File: src/rtl/met_pkg.sv
`timescale 1ns / 1ps
// Shared types, constants and helper functions of the Mandelbrot escape-time block.
// No dependencies; every other file imports this package.
package met_pkg;

  // Image size: column and row indexes at or past these limits are clamped.
  localparam int unsigned IMAGE_WIDTH  = 4096;
  localparam int unsigned IMAGE_HEIGHT = 4096;

  localparam int unsigned PIX_W     = 12;  // pixel index width
  localparam int unsigned COORD_W   = 32;  // Q4.28 coordinate register width
  localparam int unsigned STEP_W    = 29;  // pixel spacing width
  localparam int unsigned ITER_W    = 10;  // iteration counter width
  localparam int unsigned RAD_W     = 31;  // escape threshold width
  localparam int unsigned COLOR_W   = 24;  // packed RGB width
  localparam int unsigned CHAN_W    = 8;   // one color channel
  localparam int unsigned FRAC      = 28;  // fraction bits everywhere
  localparam int unsigned Q_W       = 36;  // Q7.28 datapath width
  localparam int unsigned SAT_IN_W  = 44;  // widest sum handed to the saturator
  localparam int unsigned PADDR_W   = 5;   // APB byte address width
  localparam int unsigned APB_DW    = 32;  // APB data width

  typedef logic signed [Q_W-1:0] met_q_t;

  typedef struct packed {
    logic signed [COORD_W-1:0] x_min;
    logic signed [COORD_W-1:0] y_min;
    logic [STEP_W-1:0]         step_x;
    logic [STEP_W-1:0]         step_y;
    logic [ITER_W-1:0]         max_iter;
    logic [RAD_W-1:0]          esc_rad;
    logic [COLOR_W-1:0]        ext_color;
  } met_cfg_t;

  // The point c of one pixel.
  typedef struct packed {
    met_q_t cx;
    met_q_t cy;
  } met_pt_t;

  // One finished pixel.
  typedef struct packed {
    logic [ITER_W-1:0]  iterations;
    logic               inside_res;
    logic [COLOR_W-1:0] color;
  } met_res_t;

  // Saturate a signed sum to the Q7.28 range.
  function automatic met_q_t met_sat(input logic signed [SAT_IN_W-1:0] v);
    logic [SAT_IN_W-Q_W:0] hi;
    hi = v[SAT_IN_W-1:Q_W-1];
    if ((hi == '0) || (hi == '1)) begin
      return v[Q_W-1:0];
    end else if (v[SAT_IN_W-1]) begin
      return {1'b1, {(Q_W-1){1'b0}}};
    end else begin
      return {1'b0, {(Q_W-1){1'b1}}};
    end
  endfunction

  // Magnitude of a Q7.28 value as an unsigned number (the most negative value maps to 2^35).
  function automatic logic [Q_W-1:0] met_mag(input met_q_t v);
    logic [Q_W-1:0] neg;
    neg = Q_W'(-v);
    return v[Q_W-1] ? neg : Q_W'(v);
  endfunction

endpackage

File: src/rtl/met_setup.sv
`timescale 1ns / 1ps
// Three-stage stallable pipeline that maps a pixel index to its point c.
// Depends on met_pkg.
module met_setup import met_pkg::*; (
  input  logic             clk_i,
  input  logic             rst_ni,
  input  met_cfg_t         cfg_i,
  input  logic             pix_valid_i,
  output logic             pix_ready_o,
  input  logic [PIX_W-1:0] pix_col_i,
  input  logic [PIX_W-1:0] pix_row_i,
  output logic             pt_valid_o,
  input  logic             pt_take_i,
  output met_pt_t          pt_o
);

  localparam int unsigned PROD_W = PIX_W + STEP_W;

  logic va_q, vb_q, vc_q;
  logic en_a, en_b, en_c;
  logic [PIX_W-1:0] col_cl, row_cl;
  logic [PROD_W-1:0] px_q, py_q;
  met_q_t cxb_q, cyb_q;
  met_pt_t pt_q;
  logic signed [SAT_IN_W-1:0] sum_x, sum_y;
  logic [Q_W-1:0] cy_mag;
  logic [Q_W:0] cy_twice;
  logic cy_small;

  // A stage moves on when it is empty or its successor moves on.
  assign en_c        = !vc_q || pt_take_i;
  assign en_b        = !vb_q || en_c;
  assign en_a        = !va_q || en_b;
  assign pix_ready_o = en_a;

  assign col_cl = (32'(pix_col_i) >= IMAGE_WIDTH) ? PIX_W'(IMAGE_WIDTH - 1) : pix_col_i;
  assign row_cl = (32'(pix_row_i) >= IMAGE_HEIGHT) ? PIX_W'(IMAGE_HEIGHT - 1) : pix_row_i;

  assign sum_x = $signed({{(SAT_IN_W-COORD_W){cfg_i.x_min[COORD_W-1]}}, cfg_i.x_min})
               + $signed({{(SAT_IN_W-PROD_W){1'b0}}, px_q});
  assign sum_y = $signed({{(SAT_IN_W-COORD_W){cfg_i.y_min[COORD_W-1]}}, cfg_i.y_min})
               + $signed({{(SAT_IN_W-PROD_W){1'b0}}, py_q});

  // The imaginary part snaps to the real axis when it lies within half a row of it.
  assign cy_mag   = met_mag(cyb_q);
  assign cy_twice = {cy_mag, 1'b0};
  assign cy_small = cy_twice < (Q_W+1)'(cfg_i.step_y);

  always_ff @(posedge clk_i or negedge rst_ni) begin
    if (!rst_ni) begin
      va_q <= 1'b0;
      vb_q <= 1'b0;
      vc_q <= 1'b0;
    end else begin
      if (en_a) va_q <= pix_valid_i;
      if (en_b) vb_q <= va_q;
      if (en_c) vc_q <= vb_q;
    end
  end

  always_ff @(posedge clk_i) begin
    if (en_a && pix_valid_i) begin
      px_q <= PROD_W'(col_cl) * PROD_W'(cfg_i.step_x);
      py_q <= PROD_W'(row_cl) * PROD_W'(cfg_i.step_y);
    end
    if (en_b && va_q) begin
      cxb_q <= met_sat(sum_x);
      cyb_q <= met_sat(sum_y);
    end
    if (en_c && vb_q) begin
      pt_q.cx <= cxb_q;
      pt_q.cy <= cy_small ? '0 : cyb_q;
    end
  end

  assign pt_valid_o = vc_q;
  assign pt_o       = pt_q;

endmodule

File: config.mk
export PLATFORM = sky130hd
export DESIGN_NAME = met_setup
export DESIGN_NICKNAME = d
export VERILOG_FILES = /design/src/rtl/met_pkg.sv /design/src/rtl/met_setup.sv
export SDC_FILE = /design/constraint.sdc
export NUM_CORES = 2
export LEC_CHECK = 0
export ABC_AREA = 1
export BUFFER_PORTS_ARGS = -buffer_cell sky130_fd_sc_hd__buf_2
export CAP_MARGIN = 20
export CORE_UTILIZATION = 55
export CTS_BUF_LIST = sky130_fd_sc_hd__clkbuf_4
export DETAILED_ROUTE_END_ITERATION = 10
export PLACE_DENSITY = 0.86
export SYNTH_ARGS = -nofsm -noshare
export SYNTH_HDL_FRONTEND = slang
export SYNTH_SLANG_ARGS = --single-unit
export TNS_END_PERCENT = 50
File: constraint.sdc
create_clock -name clk_i -period 9.9 [get_ports clk_i]
set_clock_uncertainty 0.2 [all_clocks]
set_input_delay 1.485 -clock clk_i [delete_from_list [all_inputs] [get_ports clk_i]]
set_output_delay 1.485 -clock clk_i [all_outputs]
set_load 0.02 [all_outputs]
==> metrics.cfg <==
[worst_setup_path]
slowest_delay_ns=0.55
critPathLaunchType=primary input
path_delay_family=adder cells
worst-r2r-cell-count=18
crit_type=primary input to flip-flop
worstReg2RegStart=cyb_q[5]
worstPathArrival_ns=7.08
end_kind=flip-flop
path_max_fanout=29
worst_path_max_delay_cell=buf_2
r2r_slack_ns=5.59
cp_num_buf_inv=4
cp_common_cell=fa_1
r2r-end=pt_o[2]
worstPathCellList=buf_2 > nand2_1 > fa_1 > fa_1 > inv_1 > fa_1 > fa_1 > inv_1 > fa_1 > inv_1 > ha_1 > nand2_1 > nor2_1 > nor2_1 > nand2_1 > a21oi_1 > o21ai_0 > a21oi_1 > o21ai_0 > xor2_1
required_ns=10.25

[clocking]
clkSinkCount=229
cts_buffers=56
holdBufCountCts=0
clockBufferDepth=3
cts-root-buf=clkbuf_4
clkLatencyLatePin_ns=0.74
clkSlewWorstSetupHoldPaths_ns=0.06
tritoncts=built
htreeDepth=2
cts.repair.resized=0
post_cts_buffers=0

[yosys]
synth-compound-area-share_pct=5.07
synth_top_area_share_pct=28.2
synth_edf_count=226
synthArstFlopShare_pct=1.31
synth_top_family_by_area=adder cells
synth_area_leader_cell=fa_1
ys_seq_area_share_pct=17.8
synth_area_um2=38500
ys_types=50
synth_mux_area_share_pct=0
ys_seq_elements=229
synth_simple_gate_area_share_pct=22.9
synth_fp_nets=6010
avgSynthCellArea_um2=7.73
yosys.area_share.adder_pct=37.0
yosys-top-cells-area=fa_1, edfxtp_1, nand2_1
netlist_instances=4982
ys.flop_type=edfxtp_1
yosys_warnings=0
synth_xor_area_share_pct=3.87

[layout]
final_cell_mix=nand2_1, inv_1, fa_1
layout.cells.non_filler=6091
num-nets-final=6146
drive_above_1_share_pct=9.73
synthToLayoutAreaGrowth_pct=5.84
final_common_cell=nand2_1

[global_routing]
overflow=0
grt.total_usage_pct=27.7
grt_pass1_wl_um=158000
antenna_found_initial=7
grt_max_degree=73
grt_pass1_vias=32300

[status]
status=complete, no violations

[drt]
routed_wirelength_um=96700
dr.pass1.iters=7
detail_route.wl_per_cell_um=15.9
drc=0
drt_iter0_markers=2420
num_vias=32100
ant_nets=0
vias_per_cell=5.27

[power]
ir_drop_v=0.000272
p_per_area_nw_per_um2=349
p_leak_nw=22.2

[placement]
hpwl_um=80500
io_buffer_count=223
place_inst=5991
gp_congestion=0.976

[floorplan]
core_region_area_um2=68900
fp.dieArea_um2=71100
core.rowCount=96
initial_core_util_pct=55.8
ioPinCount=289
die-height_um=267
die-width_um=267

[sta]
hold_viol=0
grt_setup_unrepaired=false
finalSetupTns_ns=0
setup_viol=0
finalCritPeriodShare_pct=67.9
max_freq_mhz=149
tightest_slew_ns=0.905
fin_crit_ns=6.73
slew_violations=0
max_slew_margin_pct=39.7

[hold_path]
min_path_type=flip-flop to flip-flop
min_path_cells=0
whs_endpoint=pt_o[37]
worstHoldStart=cxb_q[1]

[run]
drv_cap=0

layer usage:
metal	up-vias	global-route usage [%]	share of wire, %
met3	232	4.29	8.5
li1	15200	-	-
met1	15300	37.3	41
met4	4	9.26	3.4
met2	1405	45.6	47
met5	-	0	0.031
worst reg2reg max path, stage by stage, from the launching register on:
cell and delay, ns:
edfxtp_1 0.42, nor2_1 0.21, nand3_1 0.18, nor2_1 0.31, nand4_1 0.24, nor2_1 0.20, a21oi_1 0.10, xor2_1 0.30
ha_1 0.30, nand2_1 0.09, nor2_1 0.05, or2_2 0.27, a21oi_1 0.11, nand4_1 0.22, nand2_1 0.14, nand2_1 0.06
nand3b_4 0.18, nor2_8 0.37, nor2_1 0.10
metrics by stage:
step / worst slack (ns) / util [%] / hold WS, ns / cell area, um^2 / total power, W
after floorplan: 3.25 / - / 0.200 / 38500 / 0.0105
after global routing: 3.05 / 59.1 / 0.200 / 40700 / 0.0157
final: 3.17 / 59.1 / 0.208 / 40700 / 0.0142
after detailed placement: 2.58 / 58.1 / 0.205 / 40100 / 0.0134
after global placement: 2.67 / 58.1 / 0.203 / 40100 / 0.0131
after CTS: 3.35 / 59.1 / 0.192 / 40700 / 0.0141
layout make-up:
cell class | count | area, um^2
fill | 6027 | 28200
multi-input combinational | 3435 | 26500
sequential | 229 | 6860
inverter | 1169 | 4390
tap | 931 | 1160
timing repair buffer | 227 | 1150
clock buffer | 72 | 541
clock inverter | 25 | 118
antenna | 3 | 7.51
flip-flops by register name (all words and copies together), names as in the netlist:
register / cells
pt_o: 72
cyb_q: 36
pt_valid_o: 1
py_q: 41
va_q: 1
vb_q: 1
px_q: 41
cxb_q: 36
worst max-delay path by stage:
stage,from,endpoint,slack (ns),cells past startpoint
2_1_floorplan,pix_col_i[6],px_q[35],3.25,21
3_3_place_gp,pix_row_i[3],py_q[35],2.67,17
3_5_place_dp,pix_row_i[3],py_q[35],2.58,20
4_1_cts,pix_row_i[3],py_q[35],3.35,20
5_1_grt,pix_row_i[3],py_q[35],3.05,20
6_report,pix_row_i[3],py_q[35],3.17,20
synthesized netlist by cell type (all sizes together) (35+ instances only):
| cell | number |
|---|---|
| o21ai | 73 |
| nand3 | 109 |
| xnor2 | 60 |
| edfxtp | 226 |
| a31oi | 35 |
| fa | 542 |
| inv | 1168 |
| nor2 | 321 |
| a21oi | 177 |
| nand2 | 1608 |
| xor2 | 110 |
| ha | 271 |
| clkbuf | 118 |
kinds of logic after synthesis:
kind of cell             count (synthesis)
AND/OR/NAND/NOR                       2105
buffers and inverters                 1318
adder cells (fa/ha/maj)                813
AO/OA/AOI/OAI                          347
flip-flops                             229
XOR/XNOR                               170
power by group:
part	switching [W]	total (W)	internal (W)
Sequential	0.000121	0.00205	0.00193
Combinational	0.00733	0.0114	0.00411
Clock	0.000372	0.000717	0.000345
Power figures use the tool's default switching activity.
